<file path="src/rtl/afwn_pkg.sv">
// ----------------------------------------------------------------------------
// afwn_pkg
// Shared types, byte codes and the Latin-1 fold table for the accent-folding
// word normalizer.
// ----------------------------------------------------------------------------
package afwn_pkg;

  // UTF-8 lead bytes that take the following byte as partner
  localparam logic [7:0] LEAD_PLAIN = 8'd194;
  localparam logic [7:0] LEAD_LATIN = 8'd195;

  // Word separator
  localparam logic [7:0] CHAR_SPACE = 8'd32;

  // Pending lead codes
  localparam logic [1:0] PEND_NONE  = 2'd0;
  localparam logic [1:0] PEND_PLAIN = 2'd1;
  localparam logic [1:0] PEND_LATIN = 2'd2;

  // Queue between front and back
  localparam int QUEUE_DEPTH = 2;
  localparam int QUEUE_AW    = (QUEUE_DEPTH > 1) ? $clog2(QUEUE_DEPTH) : 1;
  localparam int QUEUE_CW    = $clog2(QUEUE_DEPTH + 1);

  // One queued step: optional leading space plus one word character
  typedef struct packed {
    logic       has_space;
    logic [7:0] ch;
  } entry_t;

  // Folded letter for the byte after a Latin lead, zero when unmapped
  function automatic logic [7:0] fold_latin(input logic [7:0] b);
    logic [7:0] f;
    f = 8'd0;
    if ((b >= 8'd160 && b <= 8'd163) || (b >= 8'd128 && b <= 8'd131)) begin
      f = 8'h61;
    end else if ((b >= 8'd168 && b <= 8'd170) || (b >= 8'd136 && b <= 8'd138)) begin
      f = 8'h65;
    end else if (b == 8'd172 || b == 8'd173 || b == 8'd140 || b == 8'd141) begin
      f = 8'h69;
    end else if ((b >= 8'd178 && b <= 8'd181) || (b >= 8'd146 && b <= 8'd149)) begin
      f = 8'h6f;
    end else if (b == 8'd186 || b == 8'd187 || b == 8'd154 || b == 8'd155) begin
      f = 8'h75;
    end else if (b == 8'd167 || b == 8'd135) begin
      f = 8'h63;
    end
    return f;
  endfunction

endpackage

</file>
<file path="src/rtl/afwn_front.sv">
// ----------------------------------------------------------------------------
// afwn_front
// Accepts input bytes, classifies them and tracks word state; produces one
// queue entry for every byte that yields word output.
// ----------------------------------------------------------------------------
module afwn_front (
  input  logic                clk,
  input  logic                rst,
  input  logic                in_valid,
  output logic                in_ready,
  input  logic [7:0]          in_byte,
  input  logic                end_of_text,
  input  logic                q_full,
  output logic                push,
  output afwn_pkg::entry_t    push_entry
);

  logic [1:0] pending_lead, pending_lead_next;
  logic       inside_word, inside_word_next;
  logic       word_emitted_before, word_emitted_before_next;
  logic       accept;
  logic       emit;
  logic [7:0] emit_ch;
  logic [7:0] folded;

  assign in_ready = !q_full;
  assign accept   = in_valid && in_ready;
  assign folded   = afwn_pkg::fold_latin(in_byte);

  // Classify the byte and compute the next word state
  always_comb begin
    emit                     = 1'b0;
    emit_ch                  = in_byte;
    pending_lead_next        = afwn_pkg::PEND_NONE;
    inside_word_next         = inside_word;
    word_emitted_before_next = word_emitted_before;

    if (pending_lead == afwn_pkg::PEND_PLAIN || pending_lead == afwn_pkg::PEND_LATIN) begin
      // partner byte: fold after a Latin lead, else drop
      if (pending_lead == afwn_pkg::PEND_LATIN && folded != 8'd0) begin
        emit    = 1'b1;
        emit_ch = folded;
      end
    end else if (in_byte == afwn_pkg::LEAD_PLAIN) begin
      pending_lead_next = afwn_pkg::PEND_PLAIN;
    end else if (in_byte == afwn_pkg::LEAD_LATIN) begin
      pending_lead_next = afwn_pkg::PEND_LATIN;
    end else if (in_byte >= 8'h41 && in_byte <= 8'h5a) begin
      emit    = 1'b1;
      emit_ch = in_byte + 8'd32;
    end else if ((in_byte >= 8'h61 && in_byte <= 8'h7a) ||
                 (in_byte >= 8'h30 && in_byte <= 8'h39)) begin
      emit = 1'b1;
    end else begin
      inside_word_next = 1'b0;
    end

    // open a word; later words get a leading space
    push_entry.has_space = emit && !inside_word && word_emitted_before;
    push_entry.ch        = emit_ch;
    if (emit) begin
      inside_word_next         = 1'b1;
      word_emitted_before_next = 1'b1;
    end

    // drop all state after the last byte of a document
    if (end_of_text) begin
      pending_lead_next        = afwn_pkg::PEND_NONE;
      inside_word_next         = 1'b0;
      word_emitted_before_next = 1'b0;
    end
  end

  assign push = accept && emit;

  // Advance word state on each accepted beat
  always_ff @(posedge clk) begin
    if (rst) begin
      pending_lead        <= afwn_pkg::PEND_NONE;
      inside_word         <= 1'b0;
      word_emitted_before <= 1'b0;
    end else if (accept) begin
      pending_lead        <= pending_lead_next;
      inside_word         <= inside_word_next;
      word_emitted_before <= word_emitted_before_next;
    end
  end

endmodule

</file>
<file path="src/rtl/afwn_queue.sv">
// ----------------------------------------------------------------------------
// afwn_queue
// Short register queue of word entries between the front and the back.
// ----------------------------------------------------------------------------
module afwn_queue (
  input  logic                clk,
  input  logic                rst,
  input  logic                push,
  input  afwn_pkg::entry_t    push_entry,
  output logic                full,
  input  logic                pop,
  output logic                empty,
  output afwn_pkg::entry_t    head
);

  afwn_pkg::entry_t                  slots [afwn_pkg::QUEUE_DEPTH];
  logic [afwn_pkg::QUEUE_AW-1:0]     wr_ptr;
  logic [afwn_pkg::QUEUE_AW-1:0]     rd_ptr;
  logic [afwn_pkg::QUEUE_CW-1:0]     count;
  logic                              do_push;
  logic                              do_pop;

  assign full    = (count == afwn_pkg::QUEUE_CW'(afwn_pkg::QUEUE_DEPTH));
  assign empty   = (count == '0);
  assign head    = slots[rd_ptr];
  assign do_push = push && !full;
  assign do_pop  = pop && !empty;

  // Store pushed entries
  always_ff @(posedge clk) begin
    if (do_push) begin
      slots[wr_ptr] <= push_entry;
    end
  end

  // Advance pointers and fill count
  always_ff @(posedge clk) begin
    if (rst) begin
      wr_ptr <= '0;
      rd_ptr <= '0;
      count  <= '0;
    end else begin
      if (do_push) begin
        wr_ptr <= (wr_ptr == afwn_pkg::QUEUE_AW'(afwn_pkg::QUEUE_DEPTH - 1)) ?
                  '0 : wr_ptr + 1'b1;
      end
      if (do_pop) begin
        rd_ptr <= (rd_ptr == afwn_pkg::QUEUE_AW'(afwn_pkg::QUEUE_DEPTH - 1)) ?
                  '0 : rd_ptr + 1'b1;
      end
      if (do_push && !do_pop) begin
        count <= count + 1'b1;
      end else if (do_pop && !do_push) begin
        count <= count - 1'b1;
      end
    end
  end

endmodule

</file>
<file path="src/rtl/afwn_back.sv">
// ----------------------------------------------------------------------------
// afwn_back
// Expands each queue entry into output beats: an optional space, then the
// word character flagged as last.
// ----------------------------------------------------------------------------
module afwn_back (
  input  logic                clk,
  input  logic                rst,
  input  logic                q_empty,
  input  afwn_pkg::entry_t    head,
  output logic                pop,
  output logic                out_valid,
  input  logic                out_ready,
  output logic [7:0]          out_char,
  output logic                last
);

  logic space_done;
  logic space_phase;
  logic accept;

  assign space_phase = head.has_space && !space_done;
  assign out_valid   = !q_empty;
  assign out_char    = space_phase ? afwn_pkg::CHAR_SPACE : head.ch;
  assign last        = !space_phase;
  assign accept      = out_valid && out_ready;
  assign pop         = accept && !space_phase;

  // Track whether the leading space of the head entry has gone out
  always_ff @(posedge clk) begin
    if (rst) begin
      space_done <= 1'b0;
    end else if (accept) begin
      space_done <= space_phase;
    end
  end

endmodule

</file>
<file path="src/rtl/accent_folding_word_normalizer.sv">
// ----------------------------------------------------------------------------
// accent_folding_word_normalizer
// Turns a UTF-8 byte stream into lowercase words separated by single spaces.
// ----------------------------------------------------------------------------
// Input channel (in_valid/in_ready): one text byte per beat plus end_of_text
// on the final byte of a document. Letters and digits are lowercased and
// kept, mapped accented vowels and c-cedilla after lead 195 fold to plain
// letters, other pairs after 194/195 are dropped, other bytes end the word.
// Output channel (out_valid/out_ready): one character per beat; last marks
// the final character produced by an input byte. A byte yields zero, one or
// two beats (a space ahead of each word after the first).
// With the queue empty, the first beat of a byte is offered in the cycle
// after the byte is accepted; a character behind a space follows in the
// cycle after the space is taken. One byte is accepted per cycle while the
// queue is not full; a byte that opens a later word needs a space beat and
// a character beat on the output.
// A two-entry queue sits between input decode and output expansion, so input
// keeps flowing while a result waits; in_ready drops only when it is full.
// Reset (rst, synchronous) empties the queue and clears word state;
// end_of_text clears word state after its byte.
// ----------------------------------------------------------------------------
module accent_folding_word_normalizer (
  input  logic       clk,
  input  logic       rst,
  input  logic       in_valid,
  output logic       in_ready,
  input  logic [7:0] in_byte,
  input  logic       end_of_text,
  output logic       out_valid,
  input  logic       out_ready,
  output logic [7:0] out_char,
  output logic       last
);

  logic             push;
  logic             pop;
  logic             q_full;
  logic             q_empty;
  afwn_pkg::entry_t push_entry;
  afwn_pkg::entry_t head;

  // Decode input bytes
  afwn_front u_front (
    .clk         (clk),
    .rst         (rst),
    .in_valid    (in_valid),
    .in_ready    (in_ready),
    .in_byte     (in_byte),
    .end_of_text (end_of_text),
    .q_full      (q_full),
    .push        (push),
    .push_entry  (push_entry)
  );

  // Decouple decode from output
  afwn_queue u_queue (
    .clk        (clk),
    .rst        (rst),
    .push       (push),
    .push_entry (push_entry),
    .full       (q_full),
    .pop        (pop),
    .empty      (q_empty),
    .head       (head)
  );

  // Expand entries into output beats
  afwn_back u_back (
    .clk       (clk),
    .rst       (rst),
    .q_empty   (q_empty),
    .head      (head),
    .pop       (pop),
    .out_valid (out_valid),
    .out_ready (out_ready),
    .out_char  (out_char),
    .last      (last)
  );

endmodule

</file>
<file path="config.mk">
export PLATFORM = sky130hd
export DESIGN_NAME = accent_folding_word_normalizer
export DESIGN_NICKNAME = d
export VERILOG_FILES = /design/src/rtl/afwn_pkg.sv /design/src/rtl/afwn_front.sv /design/src/rtl/afwn_queue.sv /design/src/rtl/afwn_back.sv /design/src/rtl/accent_folding_word_normalizer.sv
export SDC_FILE = /design/constraint.sdc
export NUM_CORES = 1
export LEC_CHECK = 0
export ABC_AREA = 1
export BUFFER_PORTS_ARGS = -buffer_cell sky130_fd_sc_hd__buf_4
export CORE_AREA = 2 2 75 77
export CTS_CLUSTER_SIZE = 16
export DETAILED_ROUTE_END_ITERATION = 16
export DIE_AREA = 0 0 77 79
export SYNTH_ARGS = -nofsm -noshare
export SYNTH_HDL_FRONTEND = slang
export SYNTH_SLANG_ARGS = --single-unit
export TNS_END_PERCENT = 50
</file>
<file path="constraint.sdc">
create_clock -name clk -period 3.8 [get_ports clk]
set_clock_uncertainty 0.1 [all_clocks]
set_input_delay 0.57 -clock clk [delete_from_list [all_inputs] [get_ports clk]]
set_output_delay 0.57 -clock clk [all_outputs]
set_load 0.02 [all_outputs]
</file>
### After elaboration in Yosys (flattened, before gate mapping)

Memory sizes are Yosys's and may differ from the RTL's. A register that Yosys moved wholly into a read port is not among the register bits.
Cells that the tools add are included.

| operators by class | value |
|---|---|
| reduce and logical (&&, ||, !) cells | 46 |
| div/mod/pow operators | 0 |
| equal/unequal tests | 20 |
| multiply operators | 0 |
| add/subtract/negate cells | 5 |
| bitwise operators | 0 |
| shifts and indexed selects | 0 |
| magnitude comparators | 18 |
| multiplexer cells | 39 |

Operator list:

| kind | count |
|---|---|
| equality test 8 bit, second input constant | 12 |
| two-way mux 8 bit | 11 |
| >= comparator 8 bit, second input constant | 6 |
| less-or-equal comparator 8 bit, second input constant | 6 |
| logical AND 1 bit | 21 |
| two-way mux 1 bit | 21 |
| >= comparator 8 x 7 -> 1 bit, second input constant | 2 |
| less-or-equal comparator 8 x 7 -> 1 bit, second input constant | 2 |
| != test 3 x 2 -> 1 bit, second input constant | 5 |
| logical OR 1 bit | 12 |
| two-way mux 2 bit | 6 |
| adder 8 x 6 -> 8 bit, second input constant | 1 |
| >= comparator 8 x 6 -> 1 bit, second input constant | 1 |
| less-or-equal comparator 8 x 6 -> 1 bit, second input constant | 1 |
| nonzero test 8 bit | 1 |
| logical NOT 1 bit | 7 |
| two-way mux 7 bit | 1 |
| AND reduction 6 bit | 1 |
| equality test 2 bit, second input constant | 2 |
| nonzero test 2 bit | 2 |
| adder 1 bit, second input constant | 2 |
| adder 2 x 1 -> 2 bit, second input constant | 1 |
| equality test 2 x 1 -> 1 bit, second input constant | 1 |
| logical NOT 2 bit | 1 |
| other kinds (2) | 2 |

| storage, ports and cells | value |
|---|---|
| logic and storage cells | 136 |
| bits in registers | 9 |
| bits in latches | 0 |
| ROM bits | 0 |
| output and inout port bits | 11 |
| memory bits (writable) | 18 |
| memories | 1 |
| input port bits | 13 |

Memories:

| memory | words | width | rd ports | clocked after Yosys merged registers in | wr ports | RTL line | text |
|---|---|---|---|---|---|---|---|
| u_queue.slots | 2 | 9 | 1 | 1 | 1 | afwn_queue.sv:16 | `afwn_pkg::entry_t slots [afwn_pkg::QUEUE_DEPTH];` |

### Depth between registers and ports, before layout

Gate-level depths: netlist of run 1.

| logic depth | value |
|---|---|
| depth after elaboration | 19 |
| gate-level depth with buffers | 18 |
| mapped depth without buffers | 17 |

### Modules after synthesis

Synthesis of run 1 repeated with hierarchy kept, for this count alone.

| unflattened totals | value |
|---|---|
| cells, all modules | 228 |
| area, all modules | 1850.5 um^2 |

Modules (own cells, without submodules):

| module | sequential area each (um^2) | cells each | instances | area each (um^2) |
|---|---|---|---|---|
| afwn_queue | 640.6 | 65 | 1 | 899.6 |
| afwn_front | 80.1 | 136 | 1 | 818.3 |
| afwn_back | 20.0 | 27 | 1 | 132.6 |

### Worst setup path before layout of run 1

Ideal clock, no wire load.

| timing path | value |
|---|---|
| path type | input -> register |
| from | input in_byte[4] |
| to | register u_queue.count[1] (netlist name) |
| library setup time | 122 ps |
| cell stages on the path | 16 |
| required time | 3578 ps |
| arrival | 2195 ps |
| setup slack | 1383 ps |
| buffers on the path | 1 |
| path through | buf_6 nor2_4 nand3_1 nor2_1 nand2_1 nand2_1 nor2_1 nand2_1 nand2_1 nand2_2 inv_2 ha_1 a21oi_1 o21ai_0 o21ai_0 a21oi_1 |

| between the ends | value |
|---|---|
| longest elaborated chain between the ends | 18 |
| elaborated cells between the ends (all ways) | 71 |
| those cells by class | 18 x order compare; 12 x eq/ne; 13 x mux; 28 x reduce/logical |

Ends and longest elaborated chain:

| element | RTL line | text |
|---|---|---|
| from (decl) | accent_folding_word_normalizer.sv:27 | `input logic [7:0] in_byte,` |
| branches (longest 12 deep; another with >= comparator 8 bit) | -- |  |
| two-way mux 1 bit (*) | afwn_front.sv:38 | `if (pending_lead == afwn_pkg::PEND_PLAIN \|\| pending_lead == afwn_pkg::PEND_LATIN) begin` |
| logical AND 1 bit (*) | afwn_front.sv:74 | `assign push = accept && emit;` |
| logical AND 1 bit (*) | afwn_queue.sv:26 | `assign do_push = push && !full;` |
| net u_queue.do_push | afwn_queue.sv:20 | `logic do_push;` |
| logical NOT 1 bit | afwn_queue.sv:53 | `end else if (do_pop && !do_push) begin` |
| logical AND 1 bit | afwn_queue.sv:53 |  |
| nonzero test 2 bit (no source line) | -- |  |
| to (signal assigned) | afwn_queue.sv:52 | `count <= count + 1'b1;` |
| to (signal assigned) | afwn_queue.sv:54 | `count <= count - 1'b1;` |
| to (decl) | afwn_queue.sv:19 | `logic [afwn_pkg::QUEUE_CW-1:0] count;` |

Mark *: on every way through the listed nets, which the timed path passes.
A chain may end at the register's enable or synchronous reset.

### Worst setup path in the final report of run 1

| timing path | value |
|---|---|
| from | input in_byte[5] |
| to | memory u_queue.slots[1][1] (netlist name) (enable) |

| between the ends | value |
|---|---|
| longest elaborated chain between the ends | 17 |
| elaborated cells between the ends (all ways) | 68 |
| those cells by class | 18 x order compare; 12 x eq/ne; 14 x mux; 24 x reduce/logical |

Ends and longest elaborated chain:

| element | RTL line | text |
|---|---|---|
| branches (longest 12 deep; another with >= comparator 8 bit) | -- |  |
| two-way mux 1 bit (*) | afwn_front.sv:38 |  |
| logical AND 1 bit (*) | afwn_front.sv:74 |  |
| logical AND 1 bit (*) | afwn_queue.sv:26 |  |
| two-way mux 1 bit (*) | afwn_queue.sv:31 | `if (do_push) begin` |
| two-way mux 1 bit (not written as such) (*) | afwn_queue.sv:32 | `slots[wr_ptr] <= push_entry;` |
| to (decl) | afwn_queue.sv:16 |  |

Every way passes the cells marked *.

==> results.yml, run 1 <==
yosys:
  ys_warn_count: 0
  synthMostInstantiatedCell: "nand2_1"
  ys_types: 25
  synth_common_cells: "nand2_1 (89), inv_1 (30), nor2_1 (28)"
  syn_avg_cell_area_um2: 7.12
  synth_cells: 253
  syn-cell-area_um2: 1800
  synth_edf_count: 18
  ys_ff_latch: 28
  ys_seq_area_share_pct: 41.1
  synthFlopType: "edfxtp_1"
  yosysTopAreaCell: "edfxtp_1"
  ys_async_sr_fraction_pct: 0
  synth.area.top_cells: "edfxtp_1 (30%), nand2_1 (19%), dfxtp_1 (11%)"
  synth.net_count: 272
  synth_top_area_share_pct: 30.0
timing:
  period_minus_slack_ns: 2.69
  rsz0062_at_grt: "false"
  final.setup.tns_ns: 0
  worstMarginPinSlew_ns: 0.766
  holdWs_ns: 0.364
  finalCritPeriodShare_pct: 70.7
  drv_slew: 0
  slew_headroom_pct: 48.8
  fmax_mhz: 372
  hold_viol_final: 0
  setup_viol: 0
job:
  drv_cap: 0
clock_tree:
  numCtsBuffers: 3
  cts-hold-fix-buffers: 0
  worstSkewPairLatency_ns: 0.27
  path_clk_slew_ns: 0.09
  cts_root_buf: "clkbuf_8"
  cts_max_path_buffers: 2
  cts_resized: 0
  post_cts_buffers: 0
  cts_tree: "built"
  ctsHtreeMaxLevel: 1
  clock-sinks: 28
global_route:
  grt_pass1_wl_mm: 5.98
  grt_use_total_pct: 12.0
  overflow: 0
  grt_pass1_vias: 1423
  antenna_found_initial: 0
  grt_start_max_net_pins: 16
setup_path:
  end_kind: "flip-flop"
  crit_required_ns: 3.60
  cp_max_fo: 11
  worstPathArrival_ns: 2.49
  start_kind: "input pin"
  worstSetupPathType: "input pin to flip-flop"
layout:
  regArea_um2: 741
  n_fill_cell: 604
  finalNetCount: 298
  area_delta_synth_final_pct: 16.5
  multiInputGateArea_um2: 895
  diodes: 0
  layout-drive-gt1-share_pct: 17.3
power:
  leakagePower_nw: 1.01
  total_power_uw: 720
  vdd_drop_max_v: 0.000124
  power_per_cell_area_nw_per_um2: 343
detailed_routing:
  wl_per_cell_um: 10.3
  drtPass1Iterations: 4
  ant_nets: 0
  num_vias: 1557
  drtIter0Drc: 41
  wirelength_mm: 3.60
  drc_errors: 0
  via_per_inst: 4.45
floorplanning:
  io_pins: 24
  core_um2: 5340
  die_h_um: 79
  start_util_pct: 33.8
  chipWidth_um: 77
  dieArea_um2: 6080
  num_rows: 27
status:
  status: "finished, final reports clean"
placed_design:
  hpwl_mm: 2.94
  gp_congestion: 0.879
  placement.io_buffers: 23
hold_path:
  hold_path_class: "flip-flop to flip-flop"
-- stage by stage --
step / setup slack (ns) / utilization [%] / std cells / area, um^2
finish: 1.11 / 39.3 / 350 / 2100
global route: 0.851 / 39.3 / 350 / 2100
CTS: 1.09 / 39.3 / 350 / 2100
detailed placement: 0.800 / 38.3 / 346 / 2040
global placement: 0.843 / 38.3 / 346 / 2040
floorplan: 1.38 / - / 253 / 1800
-- critical path, stage by stage --
cell and delay [ns]:
buf_4 0.15, inv_1 0.15, ha_1 0.16, inv_1 0.03, nor2_1 0.09, nand3_1 0.07
nand2_1 0.08, nand2_2 0.06, nand3_2 0.09, nand3_2 0.18, nand2_1 0.18, nand2_2 0.09
nor2_1 0.59
-- logic make-up (layout without fill, tap and decap cells) --
logic type,after synthesis,count (layout),share of synthesized area [%]
AOI/OAI and AO/OA,28,28,8.40
adders and majority gates,6,6,4.17
and+or+nand+nor,151,151,37.1
buffers and inverters,40,65,9.24
DFF,28,28,41.1
-- power by group --
| group | switching (mW) | total [mW] | leakage, nW | internal, mW |
|---|---|---|---|---|
| clock | 0.0867 | 0.179 | 0.0288 | 0.0927 |
| combinational | 0.121 | 0.192 | 0.741 | 0.0714 |
| sequential | 0.00864 | 0.348 | 0.244 | 0.340 |
| total | 0.216 | 0.720 | 1.01 | 0.504 |
-- area by class of cell --
| cell class | count | share of cell area, % |
|---|---|---|
| clock buffer | 4 | 2.62 |
| inverter | 37 | 6.62 |
| multi-input combinational | 185 | 42.6 |
| sequential | 28 | 35.3 |
| tap | 72 | 4.29 |
| timing repair buffer | 24 | 8.58 |
-- metal layers --
| layer | vias up | GRT usage (%) | share of wire (%) |
|---|---|---|---|
| met1 | 672 | 15.6 | 50 |
| met2 | 23 | 20.6 | 45 |
| met4 | 0 | 5.71 | 2.4 |
| met3 | 7 | 0.682 | 2.4 |
| li1 | 855 | - | - |
| met5 | - | 0 | 0 |
-- flip-flops by register name, summed over array words and instances (netlist names), named ones only --
register and flops:
u_front.inside_word 1, u_queue.rd_ptr 1, u_front.pending_lead 2, u_queue.count 2, u_queue.wr_ptr 1, u_queue.slots 18
u_front.word_emitted_before 1, u_back.space_done 1
-- cells in the final DEF (no fill, tap or decap), drive strengths merged --
master	n
a21o	1
a21oi	10
a31oi	1
buf	24
clkbuf	4
clkinv	2
dfxtp	10
edfxtp	18
ha	6
inv	35
nand2	94
nand3	17
nand4	2
nor2	32
nor3	6
o2111ai	1
o21ai	14
o221ai	1
-- path summary, 6_finish.rpt --
check	start	end	slack (ns)	cells after the start
max	in_byte[5]	u_queue.slots[1][1]	1.11	13
min	u_queue.rd_ptr	flip-flop	0.36	1
max reg2reg	u_front.pending_lead[0]	u_queue.slots[1][1]	1.37	7
min reg2reg	u_queue.rd_ptr	flip-flop	0.36	1
Note: power is estimated with default switching activity, not from simulation.
==> run 2: changes to the inputs <==
- ABC_AREA: 1 -> 0
- CORE_AREA: 2 2 75 77 -> 2 2 73 75
- DIE_AREA: 0 0 77 79 -> 0 0 75 77
- clock period: 3.8 -> 2.5 ns (I/O delays scaled with it)
==> run 2 against run 1 <==
  * Clock-buffer cell count unchanged
  * Area after synthesis fell by 6.2%
  * Critical path depth fell by 2
  * Non-clock buffer count grew 28
  * Register-to-register slack lost 1.2 ns
  * Global-route usage grew 1.5 points
  * Sequential power up 54%
  * First-iteration DRC count is 73% higher
  * Clock power grew 72%
  * Die area shrank 5.1%
  * Cell area increased by 6.9%
  * Sequential share of layout area down 2.2 points
==> results.yml, run 2 <==
placed_design:
  placement.io_buffers: 23
  gp_congestion: 0.870
  hpwl_mm: 2.86
  dp_cells: 291
  dpl_cell_area_um2: 2140
  pre_cts_ws_ns: -0.0860
floorplanning:
  die_h_um: 77
  dieArea_um2: 5780
  io_pins: 24
  start_util_pct: 34.0
  chipWidth_um: 75
  core_um2: 4980
  num_rows: 26
layout:
  final_cell_mix: "buf_4 (51), nor2_1 (23), edfxtp_1 (18)"
  finalNetCount: 245
  post-route-util_pct: 45.1
  diodes: 0
  final_area_um2: 2240
  largest_register_ffs: 18
  layout-drive-gt1-share_pct: 30.7
  top_register: "u_queue.slots"
  n_fill_cell: 480
  top_regs: "u_queue.slots: 18 flops, u_front.pending_lead: 2 flops, u_queue.count: 2 flops"
  instances_no_fill: 295
  regArea_um2: 742
  mostFrequentLayoutCell: "buf_4"
  area_delta_synth_final_pct: 32.7
  multiInputGateArea_um2: 915
detailed_routing:
  wirelength_mm: 3.59
  drtPass1Iterations: 4
  ant_nets: 0
  num_vias: 1433
  drtIter0Drc: 71
  drc_errors: 0
  wl_per_cell_um: 12.2
  via_per_inst: 4.86
setup_path:
  cp_max_fo: 3
  cpMaxStageDelayCell: "or3_1"
  crit_required_ns: 2.62
  timing.critical_path.mode_cell: "ha_4"
  worstSetupPathType: "flip-flop to flip-flop"
  reg2reg_depth: 11
  start_kind: "flip-flop"
  worstPathArrival_ns: 2.49
  reg2reg_to: "u_queue.count[1]"
  crit_chain: "inv_1, ha_4, nor2b_2, and2_4, o31ai_1, buf_4, and3_2, a21oi_4, ha_4, or3_1, a21oi_2"
  cp_slowest_stage_delay_ns: 0.36
  regToRegStartpoint: "u_front.pending_lead[0]"
  end_kind: "flip-flop"
  r2r_slack_ns: 0.12
hold_path:
  hold_path_class: "input pin to flip-flop"
  hold_start: "rst"
  holdPathEnd: "u_queue.count[1]"
  hold_depth: 2
yosys:
  ys_async_sr_fraction_pct: 0
  synth_xor_area_share_pct: 2.59
  yosys.area_share.simple_pct: 21.9
  ys_ff_latch: 28
  ys_seq_area_share_pct: 43.8
  synthAdderAreaFrac_pct: 4.44
  ys_warn_count: 0
  synthMostInstantiatedCell: "nor2_1"
  synth_common_cells: "nor2_1 (23), edfxtp_1 (18), nand2_1 (13)"
  synth_edf_count: 18
  syn_avg_cell_area_um2: 9.55
  synth.net_count: 196
  synthFlopType: "edfxtp_1"
  synth_top_area_share_pct: 32.0
  yosysTopAreaCell: "edfxtp_1"
  ys_types: 47
  synth.mux.area_fraction_pct: 5.33
  synth_top_family_by_area: "simple AND/OR/NAND/NOR gates"
  syn-cell-area_um2: 1690
  synth_cells: 177
  synth_compound_area_share_pct: 17.5
  synth.area.top_cells: "edfxtp_1 (32%), dfxtp_1 (12%), mux2i_1 (5.3%)"
status:
  status: "finished, final reports clean"
timing:
  final.setup.tns_ns: 0
  hold_viol_final: 0
  fmax_mhz: 421
  finalCritPeriodShare_pct: 95.0
  rsz0062_at_grt: "false"
  fin_ws_ns: 0.124
  drv_slew: 0
  setup_viol: 0
  period_minus_slack_ns: 2.38
  worstMarginPinSlew_ns: 0.511
  slew_headroom_pct: 65.8
  holdWs_ns: 0.239
clock_tree:
  cts_max_path_buffers: 2
  clock-sinks: 28
  path_clk_slew_ns: 0.10
  cts_root_buf: "clkbuf_8"
  ctsHtreeMaxLevel: 1
  numCtsBuffers: 3
  worstSkewPairLatency_ns: 0.27
  post_cts_buffers: 0
  cts_tree: "built"
global_route:
  grt_use_total_pct: 13.5
  overflow: 0
  antenna_found_initial: 0
  grt_pass1_vias: 1386
  grt_start_max_net_pins: 17
  grt_pass1_wl_mm: 6.23
power:
  vdd_drop_max_v: 0.000222
  power_per_cell_area_nw_per_um2: 522
  total_power_mw: 1.17
  leakagePower_nw: 0.892
job:
  drv_cap: 0
[run 2: worst max-delay path by stage]
stage / from / endpoint / slack [ns] / depth (start not counted)
global route: u_front.pending_lead[0] / u_queue.count[1] / 0.03 / 11
detailed placement: in_byte[5] / u_queue.count[1] / -0.09 / 11
CTS: u_front.pending_lead[0] / u_queue.count[1] / 0.01 / 11
floorplan: in_byte[6] / u_queue.count[1] / 0.02 / 11
finish: u_front.pending_lead[0] / u_queue.count[1] / 0.12 / 11
global placement: in_byte[6] / u_queue.count[1] / -0.03 / 11
[run 2: what timing repair did]
item	4_1_cts	5_1_grt
resized for setup	1	7
hold endpoints to repair	0	0
pin swaps	0	2
setup endpoints to repair	1	1
hold buffers	0	0
cloned	0	0
[run 2: metal layers]
metal / wire (um) / share of wire [%] / track usage [%] / vias up
li1: - / - / - / 743
met1: 1830 / 51 / 19.8 / 660
met2: 1610 / 45 / 20.3 / 24
met3: 92 / 2.6 / 1.31 / 6
met4: 63 / 1.8 / 5.00 / 0
met5: 0 / 0 / 0 / -
[run 2: kinds of logic (layout without fill, tap and decap cells)]
kind of cell / count (synthesis) / after routing
DFF: 28 / 28
adders and majority gates: 6 / 6
and+or+nand+nor: 72 / 72
buffers and inverters: 16 / 64
xor gates and xnor gates: 5 / 5
AOI/OAI and AO/OA: 41 / 41
muxes: 9 / 9
[run 2: worst max-delay path: cells and delay by family (launching register included)]
kind	cells	cell delay (ns)
AND/OR/NAND/NOR	4	0.86
flip-flops	1	0.34
buffers and inverters	2	0.21
AO/OA/AOI/OAI	3	0.36
adder cells (fa/ha/maj)	2	0.46
[run 2: where the power goes]
group | internal, mW | switching (mW)
clock network | 0.174 | 0.134
registers | 0.521 | 0.0166
logic | 0.149 | 0.178
total | 0.844 | 0.328
[run 2: cell type report]
cell class | instances | share of cell area (%)
repair buffers | 52 | 18.0
flip-flops and latches | 28 | 33.1
multi-input cells | 133 | 40.8
well taps | 70 | 3.90
clock buffers | 4 | 2.96
inverters | 8 | 1.34
